### config.mk
export PLATFORM = sky130hd
export DESIGN_NAME = mdb_response_deframer
export DESIGN_NICKNAME = d
export VERILOG_FILES = /design/src/hw/rtl/mdbrd_pkg.sv /design/src/hw/rtl/mdb_response_deframer.sv /design/src/hw/rtl/mdbrd_front.sv /design/src/hw/rtl/mdbrd_queue.sv /design/src/hw/rtl/mdbrd_back.sv
export SDC_FILE = /design/constraint.sdc
export NUM_CORES = 1
export LEC_CHECK = 0
export ABC_AREA = 1
export BUFFER_PORTS_ARGS = -buffer_cell sky130_fd_sc_hd__buf_2
export CORE_MARGIN = 2
export CORE_UTILIZATION = 53
export DETAILED_ROUTE_END_ITERATION = 10
export PLACE_DENSITY_LB_ADDON = 0.3
export SLEW_MARGIN = 20
export SYNTH_ARGS = -nofsm -noshare
export SYNTH_HDL_FRONTEND = slang
export SYNTH_SLANG_ARGS = --single-unit
### constraint.sdc
create_clock -name clock -period 2.91 [get_ports clock]
set_input_delay 0.582 -clock clock [delete_from_list [all_inputs] [get_ports clock]]
set_output_delay 0.582 -clock clock [all_outputs]
set_load 0.05 [all_outputs]
### src/hw/rtl/mdbrd_pkg.sv
// ----------------------------------------------------------------------------
// mdbrd_pkg
// Types and constants shared by the bus response deframer modules.
// ----------------------------------------------------------------------------
`default_nettype none

package mdbrd_pkg;

   // request type codes on the input channel
   localparam logic [1:0] REQ_WORD     = 2'd0;
   localparam logic [1:0] REQ_LINE_ERR = 2'd1;
   localparam logic [1:0] REQ_TIMEOUT  = 2'd2;

   // frame status codes on the result channel
   localparam logic [3:0] ST_BUSY       = 4'd0;
   localparam logic [3:0] ST_OK         = 4'd1;
   localparam logic [3:0] ST_ACK        = 4'd2;
   localparam logic [3:0] ST_NAK        = 4'd3;
   localparam logic [3:0] ST_OTHER      = 4'd4;
   localparam logic [3:0] ST_BADSUM     = 4'd5;
   localparam logic [3:0] ST_LINEERR    = 4'd6;
   localparam logic [3:0] ST_NONE       = 4'd7;
   localparam logic [3:0] ST_INCOMPLETE = 4'd8;
   localparam logic [3:0] ST_OVERFLOW   = 4'd9;

   // configuration registers (byte address 4*index)
   localparam int unsigned CSR_ADDR_W = 3;
   localparam logic        CSR_ACK_CODE = 1'b0;
   localparam logic        CSR_NAK_CODE = 1'b1;
   localparam logic [8:0]  ACK_CODE_RESET = 9'h100;
   localparam logic [8:0]  NAK_CODE_RESET = 9'h1FF;

   // mode bit of a received word
   localparam int unsigned MODE_BIT = 8;

   // front-to-back queue
   localparam int unsigned QUEUE_DEPTH = 2;
   localparam int unsigned QPTR_W      = (QUEUE_DEPTH > 1) ? $clog2(QUEUE_DEPTH) : 1;
   localparam int unsigned QCNT_W      = $clog2(QUEUE_DEPTH + 1);

   // what the front decided about a beat
   typedef enum logic [2:0] {
      KIND_DATA,
      KIND_MODE,
      KIND_LINE_ERR,
      KIND_TIMEOUT,
      KIND_IGNORE
   } kind_type;

   typedef struct packed {
      kind_type   kind;
      logic [8:0] word;
      logic       is_ack;
      logic       is_nak;
   } item_type;

endpackage : mdbrd_pkg

`default_nettype wire

### src/hw/rtl/mdb_response_deframer.sv
// ----------------------------------------------------------------------------
// mdb_response_deframer
// Deframes one multi-drop bus response: passes payload bytes, checks the
// checksum and reports how each frame ended.
// ----------------------------------------------------------------------------
// One result beat comes out for every request beat, in order. The block takes
// one beat per clock while the queue is not full: a classified beat waits in a
// two-entry queue and the back end retires one per cycle into the result
// register when the result side is not stalled, so a request passes through a
// queue entry and then the result register before its result is presented. A
// stall on the result side fills the queue and then raises req_stall; throughput
// is one beat per cycle when the result side does not stall, limited by the
// single result register. The ack and nak codes are written over APB at byte
// addresses 0x0 and 0x4 and should only change while no beat is in flight.
`default_nettype none

module mdb_response_deframer #(
   parameter int unsigned MAX_PAYLOAD = 36
) (
   input  wire logic                             clock,
   input  wire logic                             reset,
   // APB register port
   input  wire logic                             psel,
   input  wire logic                             penable,
   input  wire logic                             pwrite,
   input  wire logic [mdbrd_pkg::CSR_ADDR_W-1:0] paddr,
   input  wire logic [31:0]                      pwdata,
   output logic [31:0]                           prdata,
   output logic                                  pready,
   // request channel
   input  wire logic                             req_valid,
   output logic                                  req_stall,
   input  wire logic [1:0]                       req_type,
   input  wire logic [8:0]                       req_rx_word,
   // result channel
   output logic                                  rsp_valid,
   input  wire logic                             rsp_stall,
   output logic                                  rsp_data_valid,
   output logic [7:0]                            rsp_data_byte,
   output logic                                  rsp_frame_done,
   output logic [3:0]                            rsp_frame_status,
   output logic [5:0]                            rsp_byte_count
);

   mdbrd_pkg::item_type front_item;
   mdbrd_pkg::item_type head_item;
   logic                q_full;
   logic                head_valid;
   logic                pop;

   assign req_stall = q_full;

   // front: registers and classification
   mdbrd_front u_front (
      .clock       (clock),
      .reset       (reset),
      .psel        (psel),
      .penable     (penable),
      .pwrite      (pwrite),
      .paddr       (paddr),
      .pwdata      (pwdata),
      .prdata      (prdata),
      .pready      (pready),
      .req_type    (req_type),
      .req_rx_word (req_rx_word),
      .item        (front_item)
   );

   // queue between front and back
   mdbrd_queue u_queue (
      .clock      (clock),
      .reset      (reset),
      .push       (req_valid),
      .push_item  (front_item),
      .full       (q_full),
      .pop        (pop),
      .head_valid (head_valid),
      .head_item  (head_item)
   );

   // back: frame state and results
   mdbrd_back #(
      .MAX_PAYLOAD (MAX_PAYLOAD)
   ) u_back (
      .clock            (clock),
      .reset            (reset),
      .head_valid       (head_valid),
      .head_item        (head_item),
      .pop              (pop),
      .rsp_valid        (rsp_valid),
      .rsp_stall        (rsp_stall),
      .rsp_data_valid   (rsp_data_valid),
      .rsp_data_byte    (rsp_data_byte),
      .rsp_frame_done   (rsp_frame_done),
      .rsp_frame_status (rsp_frame_status),
      .rsp_byte_count   (rsp_byte_count)
   );

   // a beat that ends a frame never carries payload
   assert property (@(posedge clock) disable iff (reset)
      rsp_valid && rsp_frame_done |-> !rsp_data_valid)
      else $error("frame end beat carries payload");

   // busy status only on beats that do not end the frame
   assert property (@(posedge clock) disable iff (reset)
      rsp_valid && rsp_frame_done |-> rsp_frame_status != mdbrd_pkg::ST_BUSY)
      else $error("frame end reported as busy");

   // reported count stays within the payload buffer
   assert property (@(posedge clock) disable iff (reset)
      rsp_valid |-> rsp_byte_count <= 6'(MAX_PAYLOAD))
      else $error("byte count beyond buffer size");

   // a payload beat always has a nonzero count
   assert property (@(posedge clock) disable iff (reset)
      rsp_valid && rsp_data_valid |-> rsp_byte_count != 6'd0)
      else $error("payload beat with zero count");

endmodule : mdb_response_deframer

`default_nettype wire

### src/hw/rtl/mdbrd_front.sv
// ----------------------------------------------------------------------------
// mdbrd_front
// Holds the ack/nak code registers behind the APB port and classifies each
// incoming beat into a queue entry.
// ----------------------------------------------------------------------------
`default_nettype none

module mdbrd_front (
   input  wire logic                                 clock,
   input  wire logic                                 reset,
   // APB register port
   input  wire logic                                 psel,
   input  wire logic                                 penable,
   input  wire logic                                 pwrite,
   input  wire logic [mdbrd_pkg::CSR_ADDR_W-1:0]     paddr,
   input  wire logic [31:0]                          pwdata,
   output logic [31:0]                               prdata,
   output logic                                      pready,
   // incoming beat
   input  wire logic [1:0]                           req_type,
   input  wire logic [8:0]                           req_rx_word,
   output mdbrd_pkg::item_type                       item
);

   logic [8:0] ack_code_ff;
   logic [8:0] ack_code_in;
   logic [8:0] nak_code_ff;
   logic [8:0] nak_code_in;
   logic       wr_en;
   logic       reg_sel;

   assign pready  = 1'b1;
   assign wr_en   = psel & penable & pwrite & pready;
   assign reg_sel = paddr[2];

   // register writes
   always_comb begin
      ack_code_in = ack_code_ff;
      nak_code_in = nak_code_ff;
      if (wr_en) begin
         if (reg_sel == mdbrd_pkg::CSR_ACK_CODE) begin
            ack_code_in = pwdata[8:0];
         end else begin
            nak_code_in = pwdata[8:0];
         end
      end
   end

   always_ff @(posedge clock) begin
      if (reset) begin
         ack_code_ff <= mdbrd_pkg::ACK_CODE_RESET;
         nak_code_ff <= mdbrd_pkg::NAK_CODE_RESET;
      end else begin
         ack_code_ff <= ack_code_in;
         nak_code_ff <= nak_code_in;
      end
   end

   // register read
   always_comb begin
      if (reg_sel == mdbrd_pkg::CSR_ACK_CODE) begin
         prdata = {23'd0, ack_code_ff};
      end else begin
         prdata = {23'd0, nak_code_ff};
      end
   end

   // classify the beat and flag matches with both codes; the back end lets ack win
   always_comb begin
      item.word   = req_rx_word;
      item.is_ack = (req_rx_word == ack_code_ff);
      item.is_nak = (req_rx_word == nak_code_ff);
      case (req_type)
         mdbrd_pkg::REQ_WORD: begin
            item.kind = req_rx_word[mdbrd_pkg::MODE_BIT] ? mdbrd_pkg::KIND_MODE
                                                          : mdbrd_pkg::KIND_DATA;
         end
         mdbrd_pkg::REQ_LINE_ERR: item.kind = mdbrd_pkg::KIND_LINE_ERR;
         mdbrd_pkg::REQ_TIMEOUT:  item.kind = mdbrd_pkg::KIND_TIMEOUT;
         default:                 item.kind = mdbrd_pkg::KIND_IGNORE;
      endcase
   end

endmodule : mdbrd_front

`default_nettype wire

### src/hw/rtl/mdbrd_queue.sv
// ----------------------------------------------------------------------------
// mdbrd_queue
// Short FIFO of classified beats between the front and the back.
// ----------------------------------------------------------------------------
`default_nettype none

module mdbrd_queue (
   input  wire logic                 clock,
   input  wire logic                 reset,
   input  wire logic                 push,
   input  wire mdbrd_pkg::item_type  push_item,
   output logic                      full,
   input  wire logic                 pop,
   output logic                      head_valid,
   output mdbrd_pkg::item_type       head_item
);

   localparam int unsigned DEPTH = mdbrd_pkg::QUEUE_DEPTH;
   localparam int unsigned PW    = mdbrd_pkg::QPTR_W;
   localparam int unsigned CW    = mdbrd_pkg::QCNT_W;

   mdbrd_pkg::item_type mem_ff [DEPTH];
   logic [PW-1:0]       wr_ptr_ff;
   logic [PW-1:0]       wr_ptr_in;
   logic [PW-1:0]       rd_ptr_ff;
   logic [PW-1:0]       rd_ptr_in;
   logic [CW-1:0]       count_ff;
   logic [CW-1:0]       count_in;
   logic                do_push;
   logic                do_pop;

   assign full       = (count_ff == CW'(DEPTH));
   assign head_valid = (count_ff != '0);
   assign head_item  = mem_ff[rd_ptr_ff];
   assign do_push    = push & ~full;
   assign do_pop     = pop & head_valid;

   // pointer and fill count update
   always_comb begin
      wr_ptr_in = wr_ptr_ff;
      rd_ptr_in = rd_ptr_ff;
      count_in  = count_ff;
      if (do_push) begin
         wr_ptr_in = (wr_ptr_ff == PW'(DEPTH - 1)) ? '0 : wr_ptr_ff + PW'(1);
      end
      if (do_pop) begin
         rd_ptr_in = (rd_ptr_ff == PW'(DEPTH - 1)) ? '0 : rd_ptr_ff + PW'(1);
      end
      if (do_push && !do_pop) begin
         count_in = count_ff + CW'(1);
      end else if (do_pop && !do_push) begin
         count_in = count_ff - CW'(1);
      end
   end

   always_ff @(posedge clock) begin
      if (reset) begin
         wr_ptr_ff <= '0;
         rd_ptr_ff <= '0;
         count_ff  <= '0;
      end else begin
         wr_ptr_ff <= wr_ptr_in;
         rd_ptr_ff <= rd_ptr_in;
         count_ff  <= count_in;
      end
   end

   // entry storage
   always_ff @(posedge clock) begin
      if (do_push) begin
         mem_ff[wr_ptr_ff] <= push_item;
      end
   end

endmodule : mdbrd_queue

`default_nettype wire

### src/hw/rtl/mdbrd_back.sv
// ----------------------------------------------------------------------------
// mdbrd_back
// Carries out one queued beat per cycle while the result register is free or
// draining: keeps the frame checksum and byte count, decides the frame status and
// drives the result register.
`default_nettype none

module mdbrd_back #(
   parameter int unsigned MAX_PAYLOAD = 36
) (
   input  wire logic                 clock,
   input  wire logic                 reset,
   input  wire logic                 head_valid,
   input  wire mdbrd_pkg::item_type  head_item,
   output logic                      pop,
   output logic                      rsp_valid,
   input  wire logic                 rsp_stall,
   output logic                      rsp_data_valid,
   output logic [7:0]                rsp_data_byte,
   output logic                      rsp_frame_done,
   output logic [3:0]                rsp_frame_status,
   output logic [5:0]                rsp_byte_count
);

   localparam logic [5:0] MAX_COUNT = 6'(MAX_PAYLOAD);

   logic [7:0] sum_ff;
   logic [7:0] sum_in;
   logic [5:0] count_ff;
   logic [5:0] count_in;
   logic       rsp_valid_ff;
   logic       rsp_valid_in;
   logic       data_valid_ff;
   logic       data_valid_in;
   logic [7:0] data_byte_ff;
   logic [7:0] data_byte_in;
   logic       done_ff;
   logic       done_in;
   logic [3:0] status_ff;
   logic [3:0] status_in;
   logic [5:0] byte_count_ff;
   logic [5:0] byte_count_in;

   // take a beat whenever the result register is free or being drained
   assign pop = head_valid & (~rsp_valid_ff | ~rsp_stall);

   // frame logic for the beat at the head of the queue
   always_comb begin
      sum_in        = sum_ff;
      count_in      = count_ff;
      data_valid_in = 1'b0;
      data_byte_in  = 8'd0;
      done_in       = 1'b0;
      status_in     = mdbrd_pkg::ST_BUSY;
      byte_count_in = count_ff;
      case (head_item.kind)
         mdbrd_pkg::KIND_DATA: begin
            if (count_ff >= MAX_COUNT) begin
               done_in   = 1'b1;
               status_in = mdbrd_pkg::ST_OVERFLOW;
               sum_in    = 8'd0;
               count_in  = 6'd0;
            end else begin
               data_valid_in = 1'b1;
               data_byte_in  = head_item.word[7:0];
               sum_in        = sum_ff + head_item.word[7:0];
               count_in      = count_ff + 6'd1;
               byte_count_in = count_ff + 6'd1;
            end
         end
         mdbrd_pkg::KIND_MODE: begin
            done_in = 1'b1;
            if (count_ff == 6'd0) begin
               // control word on an empty frame
               if (head_item.is_ack) begin
                  status_in = mdbrd_pkg::ST_ACK;
               end else if (head_item.is_nak) begin
                  status_in = mdbrd_pkg::ST_NAK;
               end else begin
                  status_in = mdbrd_pkg::ST_OTHER;
               end
            end else begin
               // checksum word closes a data frame
               status_in = (head_item.word[7:0] == sum_ff) ? mdbrd_pkg::ST_OK
                                                           : mdbrd_pkg::ST_BADSUM;
            end
            sum_in   = 8'd0;
            count_in = 6'd0;
         end
         mdbrd_pkg::KIND_LINE_ERR: begin
            done_in   = 1'b1;
            status_in = mdbrd_pkg::ST_LINEERR;
            sum_in    = 8'd0;
            count_in  = 6'd0;
         end
         mdbrd_pkg::KIND_TIMEOUT: begin
            done_in   = 1'b1;
            status_in = (count_ff == 6'd0) ? mdbrd_pkg::ST_NONE : mdbrd_pkg::ST_INCOMPLETE;
            sum_in    = 8'd0;
            count_in  = 6'd0;
         end
         default: begin
            // unknown request: busy result, state unchanged
         end
      endcase
   end

   // result valid follows pop and drain
   always_comb begin
      if (pop) begin
         rsp_valid_in = 1'b1;
      end else if (!rsp_stall) begin
         rsp_valid_in = 1'b0;
      end else begin
         rsp_valid_in = rsp_valid_ff;
      end
   end

   // control state
   always_ff @(posedge clock) begin
      if (reset) begin
         sum_ff       <= 8'd0;
         count_ff     <= 6'd0;
         rsp_valid_ff <= 1'b0;
      end else begin
         rsp_valid_ff <= rsp_valid_in;
         if (pop) begin
            sum_ff   <= sum_in;
            count_ff <= count_in;
         end
      end
   end

   // result payload
   always_ff @(posedge clock) begin
      if (pop) begin
         data_valid_ff <= data_valid_in;
         data_byte_ff  <= data_byte_in;
         done_ff       <= done_in;
         status_ff     <= status_in;
         byte_count_ff <= byte_count_in;
      end
   end

   assign rsp_valid        = rsp_valid_ff;
   assign rsp_data_valid   = data_valid_ff;
   assign rsp_data_byte    = data_byte_ff;
   assign rsp_frame_done   = done_ff;
   assign rsp_frame_status = status_ff;
   assign rsp_byte_count   = byte_count_ff;

endmodule : mdbrd_back

`default_nettype wire

# [Word level (Yosys, flattened, before mapping)]
# Memory sizes are Yosys's and may differ from the RTL's. A register that Yosys moved wholly into a read port is not among the register bits.
# Index checks and enable logic that the tools add are counted.
# W data, S select, Z words.
[totals] ff_bits=57 out_inout_bits=55 ram_bits=28 mem_count=1 elab_cells=86
[op_classes] reduce_logical=15 n_mux=29 add_sub_neg=6 eq_ne=10 bitwise_logic=11 n_lt_le_gt_ge=1
[mem_list] memory="u_queue.mem_ff" words=2 word_bits=14 read_ports=1 rd_ports_with_merged_regs=1 write_ports=1 line_no="mdbrd_queue.sv:22" text="mdbrd_pkg::item_type mem_ff [DEPTH];"
[ops] operator="$eq A9 B9 Y1" n=2
[ops] operator="$mux W6" n=3
[ops] operator="$mux W4" n=4
[ops] operator="$pmux W4 S4" n=1
[ops] operator="$pmux W8 S2" n=1
[ops] operator="$pmux W6 S2" n=1
[ops] operator="$mux W1" n=11
[ops] operator="$mux W9" n=1
[ops] operator="$pmux W3 S3" n=1
[ops] operator="$add A8 B8 Y8" n=1
[ops] operator="$eq A8 B8 Y1" n=1
[ops] operator="$mux W8" n=1
[ops] operator="$add A6 B1 Y6 const B" n=1
[ops] operator="$eq A3 B2 Y1 const B" n=2
[ops] operator="$ge A6 B6 Y1 const B" n=1
[ops] operator="$logic_not A6 Y1" n=1
[ops] operator="$mux W3" n=2
[ops] operator="$reduce_and A2 Y1" n=3
[ops] operator="$reduce_bool A2 Y1" n=3
[ops] operator="$and A1 B1 Y1" n=5
[ops] operator="$not A1 Y1" n=5
[ops] operator="$eq A2 B2 Y1 const B" n=2
[ops] operator="$mux W2" n=2
[ops] operator="$eq A3 B1 Y1 const B" n=1
[ops] operator="13 further kinds" n=16

# [Logic depth before layout (Yosys ltp)]
# Gate-level depths: netlist of run 1.
[depth] ltp_word=7 mapped_depth=14 mapped_depth_nobuf=13

# [Cells and area by module]
# A second synthesis of run 1 with hierarchy kept.
[hier_totals] cells_unflattened=508 area_unflattened_um2=4508.1
[modules_own_cells] module="mdbrd_back" area_per_inst_um2=1939.4 instances=1 cells_each=217 seq_area_each_um2=900.9
[modules_own_cells] module="mdbrd_front" area_per_inst_um2=1315.0 instances=1 cells_each=211 seq_area_each_um2=360.3
[modules_own_cells] module="mdbrd_queue" area_per_inst_um2=1253.7 instances=1 cells_each=80 seq_area_each_um2=940.9

# [Worst setup path after synthesis of run 1]
# No wires, ideal clock.
[synth_timing] kind="input-to-output" start="input port paddr[2] (netlist bit)" end="output port prdata[5]" stages=2 slack_ps=450 path_buffers=1 t_required_ps=2328 t_arrival_ps=1878 path_cell_list="clkbuf_1 > o21ai_0"
[synth_between] elab_chain_len=1
[synth_rtl] element="start, declared" line_no="mdb_response_deframer.sv:26" text="input wire logic [mdbrd_pkg::CSR_ADDR_W-1:0] paddr,"
[synth_rtl] element="$mux W9" line_no="mdbrd_front.sv:61" text="if (reg_sel == mdbrd_pkg::CSR_ACK_CODE) begin"
[synth_rtl] element="end, declared" line_no="mdb_response_deframer.sv:28" text="output logic [31:0] prdata,"
# Every way passes these cells.

==> key figures, run 1 <==
Outcome
  • Outcome: completed

Synth
  • Number of flops mapped to enable cells by yosys: 46
  • YS warnings: 0
  • Async S/R FF share, synth: 0
  • Synth Register Bits: 84
  • Synthesized instance count: 479
  • Synth area leader: edfxtp_1
  • Top FF cell, synth: edfxtp_1
  • Count of cell types in the netlist: 28
  • Synthesized area: around 0.0042 mm²
  • Syn avg cell area: 8.709 µm²
  • Ranking of synthesized cells by area: edfxtp_1, dfxtp_1, nand2_1
  • Sequential area share after synthesis: 0.5135
  • Top cell type's share of synthesized area: 0.3311

Worst setup path
  • Crit-path max FO: 13
  • FF-to-FF End: u_back.rsp_frame_status[2]
  • Crit end category: flop
  • R2R Setup Slk: around 0.67 ns
  • Setup crit end: u_back.rsp_frame_status[2]
  • R2R depth: 9
  • Crit path required time: between 3 and 4 ns
  • Startpoint types: flop
  • CP Class: reg2reg
  • CP Data Arrival Time: 2.36 ns

Drt
  • DR iter-0 viols: 155
  • DRC viols: 0
  • Vias post-DR: 3206
  • Via density: 4.948
  • Post-DRT Antenna Nets: 0
  • DRT Wirelength: 7796 µm
  • WL/cell: 12.03 µm
  • Pre-antenna DRT Iters: 5

Placement
  • Post-DP HPWL: 5781 µm
  • Global placer's final weighted congestion: 0.8388
  • Placed inst area: ~0.0045 mm²
  • # port buffers: 58

Power
  • Psw: approximately 1900 µW
  • PwrDens: around 920 mW/mm²
  • Part of the power in registers: 0.383
  • Switching Fraction: 0.4314
  • Peak supply drop: between 0.2 and 0.3 mV
  • Clock share of power: 0.201
  • Leakage power: 0.002132 µW
  • Internal power: 2447 µW
  • Comb pwr share: 0.416

Clock network
  • Clk buf depth: 2
  • Clock Sink Count: 84
  • Clk root buf: clkbuf_8
  • Post-CTS setup buffers: 0
  • Clk pin slew, worst setup/hold paths: 0.09 ns
  • Cts repair resizes: 0
  • Insertion delay to the later sink of the worst-skew pair: 0.36 ns
  • TritonCTS Buffers: 9
  • CTS H-Tree Depth: 3
  • CTS tree: yes
  • Hold buffer count at CTS: 0

STA
  • F_max: 446.2 MHz
  • Hold Violations, Final: 0
  • Slew HR: 0.6616
  • Tmin final: 2.241 ns
  • Clock skew: 0.01055 ns
  • Slew of the pin with the lowest slew margin: 0.5071 ns
  • RSZ-0062 raised after global routing: false
  • Period utilization: 0.7701
  • Fin. max-slew vios: 0
  • Final setup vio count: 0
  • Final TNS setup: 0 ns

Job
  • Max cap viols: 0

Worst hold path
  • Tightest Hold Check Type: in2reg

Layout
  • Fin area: between 0.004 and 0.005 mm²
  • Share of layout cells above drive strength 1: 0.1740
  • Area grow syn2layout: 12.48%
  • Ant diodes: 0
  • Nets: a little over 600

Floorplan
  • Die area: 0.008596 mm²
  • Core area: just under 0.008 mm²
  • Starting density of the core: 0.5426
  • Io pins: 108
  • Die W: between 90 and 100 µm
  • Die H: 92.72 µm
  • Row cnt: 32

Global routing
  • Vias in the first global route: 2955
  • Global-route usage over all layers: 0.1917
  • First-pass GRT wire length: 12940 µm
  • Global route total overflow: 0
  • Largest net degree at the start of global routing: 25
  • Initial antenna violation count: 0
==> stage by stage <==
stage	hold WS (ns)	power, µW	setup slack, ns	utilization	instances
after global routing	0.4378	4560	0.4632	0.6104	648
after CTS	0.4302	4329	0.6551	0.6104	648
after global placement	0.4400	3433	0.6662	0.5832	632
after detailed placement	0.4492	3473	0.6809	0.5832	632
after floorplan	0.4258	3105	0.4500	-	501
final	0.4427	4305	0.6690	0.6104	648
==> layout make-up <==
type                       count  area [µm²]
sequential                    84        2142
timing repair buffer          63       327.8
fill                         686        2995
inverter                      54       202.7
multi-input combinational    329        1683
clock inverter                 6       60.06
clock buffer                  10       148.9
tap                          102       127.6
==> logic make-up (layout without fill, tap and decap cells) <==
logic type      after synthesis  count (layout)  share of synthesized area
simple gates                198             198                     0.2052
xor+xnor                     22              22                    0.04619
compound gates               71              71                    0.08668
fa+ha+maj                    14              14                    0.04379
buf+inv                      88             133                     0.1029
flops                        84              84                     0.5135
other cells                   2              24                   0.001800
==> worst max-delay path: stages, from the launching register on <==
cell and delay, ns:
dfxtp_1 0.35, inv_2 0.10, or2_2 0.28, o21ai_0 0.11, inv_1 0.10, ha_1 0.39
nor4_1 0.36, nand4_1 0.16, nand3_1 0.11, nand2_1 0.05
==> per-layer routing <==
| metal | global-route usage | wire [µm] |
|---|---|---|
| met1 | 0.2358 | 3446 |
| met2 | 0.3291 | 3817 |
| met3 | 0.03255 | 360 |
| met4 | 0.08946 | 172 |
| met5 | 0 | 0 |
==> synthesized netlist by cell type (2+ instances only) <==
| cell type | instances |
|---|---|
| a21oi_1 | 31 |
| buf_4 | 24 |
| clkbuf_1 | 8 |
| conb_1 | 2 |
| dfxtp_1 | 38 |
| edfxtp_1 | 46 |
| ha_1 | 13 |
| inv_1 | 52 |
| inv_2 | 2 |
| nand2_1 | 111 |
| nand2_2 | 4 |
| nand3_1 | 27 |
| nand4_1 | 5 |
| nor2_1 | 34 |
| nor2_4 | 3 |
| nor3_1 | 4 |
| o21ai_0 | 37 |
| or2_2 | 8 |
| xnor2_1 | 10 |
| xor2_1 | 12 |
==> sequential cells by signal, summed over array words and instances (netlist names), named ones only <==
register / count
u_back.rsp_valid: 1
u_back.rsp_data_valid: 1
u_back.rsp_frame_done: 1
u_back.sum_ff: 8
u_queue.count_ff: 2
u_front.ack_code_ff: 9
u_front.nak_code_ff: 9
u_back.rsp_byte_count: 6
u_queue.wr_ptr_ff: 1
u_back.rsp_frame_status: 4
u_back.rsp_data_byte: 8
u_back.count_ff: 6
u_queue.rd_ptr_ff: 1
u_queue.mem_ff: 26
==> how the worst min path moves through the flow <==
stage	from	end	slack, ns	depth (start not counted)
2_1_floorplan	u_queue.rd_ptr_ff	flop	0.43	1
3_3_place_gp	u_queue.rd_ptr_ff	u_queue.rd_ptr_ff	0.44	1
3_5_place_dp	u_queue.rd_ptr_ff	flop	0.45	1
4_1_cts	pwdata[2]	u_front.nak_code_ff[2]	0.43	3
5_1_grt	pwdata[2]	u_front.nak_code_ff[2]	0.44	3
6_report	pwdata[7]	u_front.nak_code_ff[7]	0.44	3
==> power groups by stage <==
stage | clock [µW] | sequential [µW] | combinational [µW]
3_5_place_dp | 0 | 1680 | 1800
6_report | 865 | 1650 | 1790
4_1_cts | 877 | 1650 | 1800
2_1_floorplan | 0 | 2160 | 947
3_3_place_gp | 0 | 1670 | 1770
5_1_grt | 924 | 1670 | 1960
==> placed cells by master (no fill, tap or decap) <==
cell type / n
inv_2: 2
nor3_1: 4
o2111ai_1: 1
nor4_1: 1
o21a_1: 1
bufinv_16: 1
dfxtp_1: 38
inv_1: 52
clkinv_2: 1
conb_1: 24
fa_1: 1
edfxtp_1: 46
nor2_1: 34
a21oi_1: 31
o21ai_1: 1
nand3_1: 27
or2_2: 8
clkbuf_16: 1
nand2_1: 111
nand4_1: 5
clkinv_4: 1
clkinv_1: 2
inv_6: 1
clkbuf_8: 9
nor2_4: 3
xnor2_1: 10
nand3_2: 1
o21ai_0: 37
xor2_1: 12
ha_1: 13
buf_4: 5
nand2_2: 4
buf_2: 58
(Power assumes the default switching activity.)
==> run 2, diff against run 1 <==
--- a/config.mk
+++ b/config.mk
@@ -5,7 +5,7 @@
 export SDC_FILE = /design/constraint.sdc
 export NUM_CORES = 1
 export LEC_CHECK = 0
-export ABC_AREA = 1
+export ABC_AREA = 0
 export BUFFER_PORTS_ARGS = -buffer_cell sky130_fd_sc_hd__buf_2
 export CORE_MARGIN = 2
 export CORE_UTILIZATION = 53
==> constraint.sdc (replaced) <==
create_clock -name clock -period 2.2 [get_ports clock]
set_input_delay 0.44 -clock clock [delete_from_list [all_inputs] [get_ports clock]]
set_output_delay 0.44 -clock clock [all_outputs]
set_load 0.05 [all_outputs]
==> key figures, run 2 <==
Outcome
  • Outcome: finished with violations (was completed)
  • Failing checks: setup timing

Power
  • Tot Pwr: 5859 µW (was 4305 µW)
  • PwrDens: 1181 mW/mm² (was 917.4 mW/mm²)
  • Peak supply drop: 0.4450 mV (was 0.2862 mV)
  • Leakage power: 0.001972 µW (was 0.002132 µW)

Worst setup path
  • FF-to-FF End: u_back.sum_ff[7] (was u_back.rsp_frame_status[2])
  • CP Data Arrival Time: 2.52 ns (was 2.36 ns)
  • R2R Setup Slk: -0.05 ns (was 0.67 ns)
  • Slowest cell delay on critical path: 0.38 ns (was 0.39 ns)
  • CP top delay family: compound AO/OA/AOI/OAI gates (was simple AND/OR/NAND/NOR gates)
  • Setup crit end: u_back.sum_ff[7] (was u_back.rsp_frame_status[2])
  • Crit path required time: 2.47 ns (was 3.03 ns)
  • CP Class: reg2reg (unchanged)
  • Startpoint types: flop (unchanged)
  • Crit end category: flop (unchanged)
  • Crit path depth: 8 (was 9)
  • CP bufs+invs: 1 (was 2)
  • Cells along the critical path: buf_6 > mux2_4 > ha_4 > o211ai_1 > o211ai_1 > a2bb2oi_2 > mux2_4 > a21oi_2 (was inv_2 > or2_2 > o21ai_0 > inv_1 > ha_1 > nor4_1 > nand4_1 > nand3_1 > nand2_1)
  • R2R depth: 8 (was 9)
  • Crit path max-delay cell type: dfxtp_4 (was ha_1)
  • Crit-path max FO: 5 (was 13)

STA
  • Slew of the pin with the lowest slew margin: 0.7249 ns (was 0.5071 ns)
  • RSZ-0062 raised after global routing: true (was false)
  • Period utilization: 1.021 (was 0.7701)
  • Setup WS post-layout: -0.04531 ns (was 0.6690 ns)
  • Clock skew: 0.01042 ns (was 0.01055 ns)
  • Hold slack: 0.3177 ns (was 0.4427 ns)
  • Final setup vio count: 1 (was 0)
  • Slew HR: 0.5167 (was 0.6616)
  • F_max: 445.4 MHz (was 446.2 MHz)
  • Fin. max-slew vios: 0 (unchanged)
  • Tmin final: 2.245 ns (was 2.241 ns)
  • Hold Violations, Final: 0 (unchanged)

Clock network
  • Clk root buf: clkbuf_8 (unchanged)
  • Clock Sink Count: 84 (unchanged)
  • Clk buf depth: 2 (unchanged)
  • Insertion delay to the later sink of the worst-skew pair: 0.35 ns (was 0.36 ns)
  • CTS H-Tree Depth: 3 (unchanged)
  • Clk pin slew, worst setup/hold paths: 0.09 ns (about the same)
  • TritonCTS Buffers: 9 (unchanged)
  • CTS tree: yes (unchanged)

Layout
  • Commonest non-fill, non-tap cell in the layout: buf_2 (was nand2_1)
  • Filler cells: 626 (was 686)
  • Largest regs: u_queue.mem_ff: 26 flops, u_front.ack_code_ff: 9 flops, u_front.nak_code_ff: 9 flops (unchanged)
  • Nets: 528 (was 608)
  • Largest register FFs: 26 (unchanged)
  • Ant diodes: 0 (unchanged)
  • Share of layout cells above drive strength 1: 0.2811 (was 0.1740)
  • Area grow syn2layout: 18.35% (was 12.48%)
  • Top reg by flops: u_queue.mem_ff (unchanged)
  • Fin cells: 568 (was 648)
  • Most frequent cells in the layout: buf_2, nand2_1, edfxtp_1, dfxtp_1 (was nand2_1, buf_2, inv_1, edfxtp_1, dfxtp_1)

Global routing
  • Grt met2 use: 0.3158 (was 0.3291)
  • Initial antenna violation count: 0 (unchanged)
  • Global route total overflow: 0 (unchanged)
  • First-pass GRT wire length: 13010 µm (was 12940 µm)
  • Met1 usage: 0.2475 (was 0.2358)
  • Grt peak-use layer: met2 (unchanged)
  • Global-route usage over all layers: 0.1900 (was 0.1917)
  • Met3 usage in global routing: 0.03743 (was 0.03255)
  • Largest net degree at the start of global routing: 41 (was 25)
  • Vias in the first global route: 2826 (was 2955)

Synth
  • Compound-Gate Fraction of Synth Area: 0.1047 (was 0.08668)
  • Syn avg cell area: 10.70 µm² (was 8.709 µm²)
  • Simple-gate share of the synthesized area: 0.1519 (was 0.2052)
  • Top cell type's share of synthesized area: 0.3295 (was 0.3311)
  • Synth cell count leaders: nand2_1, edfxtp_1, dfxtp_1, buf_4, nor2_1 (was nand2_1, inv_1, edfxtp_1, dfxtp_1, o21ai_0)
  • Sequential area share after synthesis: 0.5109 (was 0.5135)
  • Synthesized instance count: 392 (was 479)
  • Synth Area in Adders: 0.04357 (was 0.04379)
  • Main combinational cell family by area after synthesis: simple AND/OR/NAND/NOR gates (unchanged)
  • Synth area leader: edfxtp_1 (unchanged)
  • Count of cell types in the netlist: 55 (was 28)
  • Ranking of synthesized cells by area: edfxtp_1, dfxtp_1, mux2_2 (was edfxtp_1, dfxtp_1, nand2_1)
  • Synth Register Bits: 84 (unchanged)
  • Number of flops mapped to enable cells by yosys: 46 (unchanged)
  • Async S/R FF share, synth: 0 (unchanged)
  • YS warnings: 0 (unchanged)
  • Multiplexer share of the synthesized area: 0.05879 (was 0)
  • Synthesized area: 0.004193 mm² (was 0.004172 mm²)
  • Top FF cell, synth: edfxtp_1 (unchanged)
  • Most common cell in the synthesized netlist: nand2_1 (unchanged)
  • Post-Synth XOR/XNOR Area: 0.06058 (was 0.04619)

Drt
  • Pre-antenna DRT Iters: 4 (was 5)
  • Vias post-DR: 2972 (was 3206)
  • DRC viols: 0 (unchanged)
  • WL/cell: 13.81 µm (was 12.03 µm)
  • DR iter-0 viols: 123 (was 155)
  • Via density: 5.232 (was 4.948)
  • DRT Wirelength: 7842 µm (was 7796 µm)
  • Post-DRT Antenna Nets: 0 (unchanged)

Placement
  • Pre-CTS setup slack: -0.1206 ns (was 0.6809 ns)
  • Placed Cells: 550 (was 632)
  • Global placer's final weighted congestion: 0.9036 (was 0.8388)
  • # port buffers: 58 (unchanged)
  • Post-DP HPWL: 5624 µm (was 5781 µm)

Floorplan
  • Core area: 0.007687 mm² (unchanged)
  • Io pins: 108 (unchanged)
  • Starting density of the core: 0.5454 (was 0.5426)
  • Row cnt: 32 (unchanged)
  • Die area: 0.008639 mm² (was 0.008596 mm²)
  • Die W: 92.95 µm (was 92.72 µm)
  • Die H: 92.95 µm (was 92.72 µm)

Job
  • Max cap viols: 0 (unchanged)

Worst hold path
  • Tightest Hold Check Type: in2reg (unchanged)
==> run 2: changes by cell type after synthesis, moves of 10 or more <==
cell	before	now
nand3_1	27	6
nand2_1	111	54
nor2_1	34	24
nand3b_1	0	11
o21ai_0	37	9
a21oi_1	31	21
inv_1	52	9
mux2_2	0	19
==> run 2: timing repair <==
action / in CTS / in global routing
gates resized for setup: 6 / 8
pin swaps: 3 / 9
endpoints found under the setup margin: 4 / 5
cloned: 0 / 0
buffers inserted: 0 / 2
hold buffers: 0 / 0
==> run 2: per-stage QoR <==
| step | instance area [µm²] | utilization | setup TNS (ns) |
|---|---|---|---|
| after floorplan | 4393 | - | -0.02598 |
| after global placement | 4651 | 0.6050 | -0.1416 |
| after detailed placement | 4651 | 0.6050 | -0.2294 |
| after CTS | 4923 | 0.6405 | -0.01790 |
| after global routing | 4962 | 0.6455 | -0.2731 |
| final | 4962 | 0.6455 | -0.04531 |
==> run 2: layout make-up <==
| cell class | instances | area (µm²) | area share |
|---|---|---|---|
| Tap cell | 102 | 127.6 | 0.02572 |
| Multi-Input combinational cell | 283 | 1998 | 0.4027 |
| Clock inverter | 7 | 122.6 | 0.02471 |
| Sequential cell | 84 | 2146 | 0.4324 |
| Timing Repair Buffer | 73 | 406.6 | 0.08195 |
| Clock buffer | 9 | 123.9 | 0.02496 |
| Inverter | 10 | 37.54 | 0.007564 |
==> run 2: power breakdown <==
group,internal (µW),switching [µW]
clock,760,563
sequential,2050,128
combinational,781,1580
total,3590,2270
==> run 2: routing by layer <==
| layer | share of wire | vias to the layer above |
|---|---|---|
| li1 | - | 1484 |
| met1 | 0.45 | 1390 |
| met2 | 0.49 | 85 |
| met3 | 0.048 | 13 |
| met4 | 0.013 | 0 |
| met5 | 0 | - |
==> run 2: tightest hold or removal path, cell delays in order <==
cell and delay [ns]:
buf_2 0.09, nand2_1 0.04, nand3b_1 0.06
==> run 2: worst min-delay path by stage <==
stage | from | to | slack (ns) | cells past startpoint
finish | pwdata[3] | u_front.nak_code_ff[3] | 0.32 | 3
global route | pwdata[2] | u_front.nak_code_ff[2] | 0.32 | 3
CTS | pwdata[3] | u_front.nak_code_ff[3] | 0.31 | 3
detailed placement | u_back.rsp_valid | u_back.rsp_valid | 0.47 | 2
global placement | u_back.rsp_valid | u_back.rsp_valid | 0.46 | 2
floorplan | u_front.ack_code_ff[2] | u_front.ack_code_ff[2] | 0.46 | 2
==> run 2: cells by family (layout without fill, tap and decap cells) <==
logic type / Yosys count / in the layout
adder cells (fa/ha/maj): 14 / 14
multiplexers: 21 / 21
AND/OR/NAND/NOR: 130 / 130
other: 2 / 24
AO/OA/AOI/OAI: 65 / 65
XOR/XNOR: 29 / 29
buffers and inverters: 47 / 99
flip-flops: 84 / 84
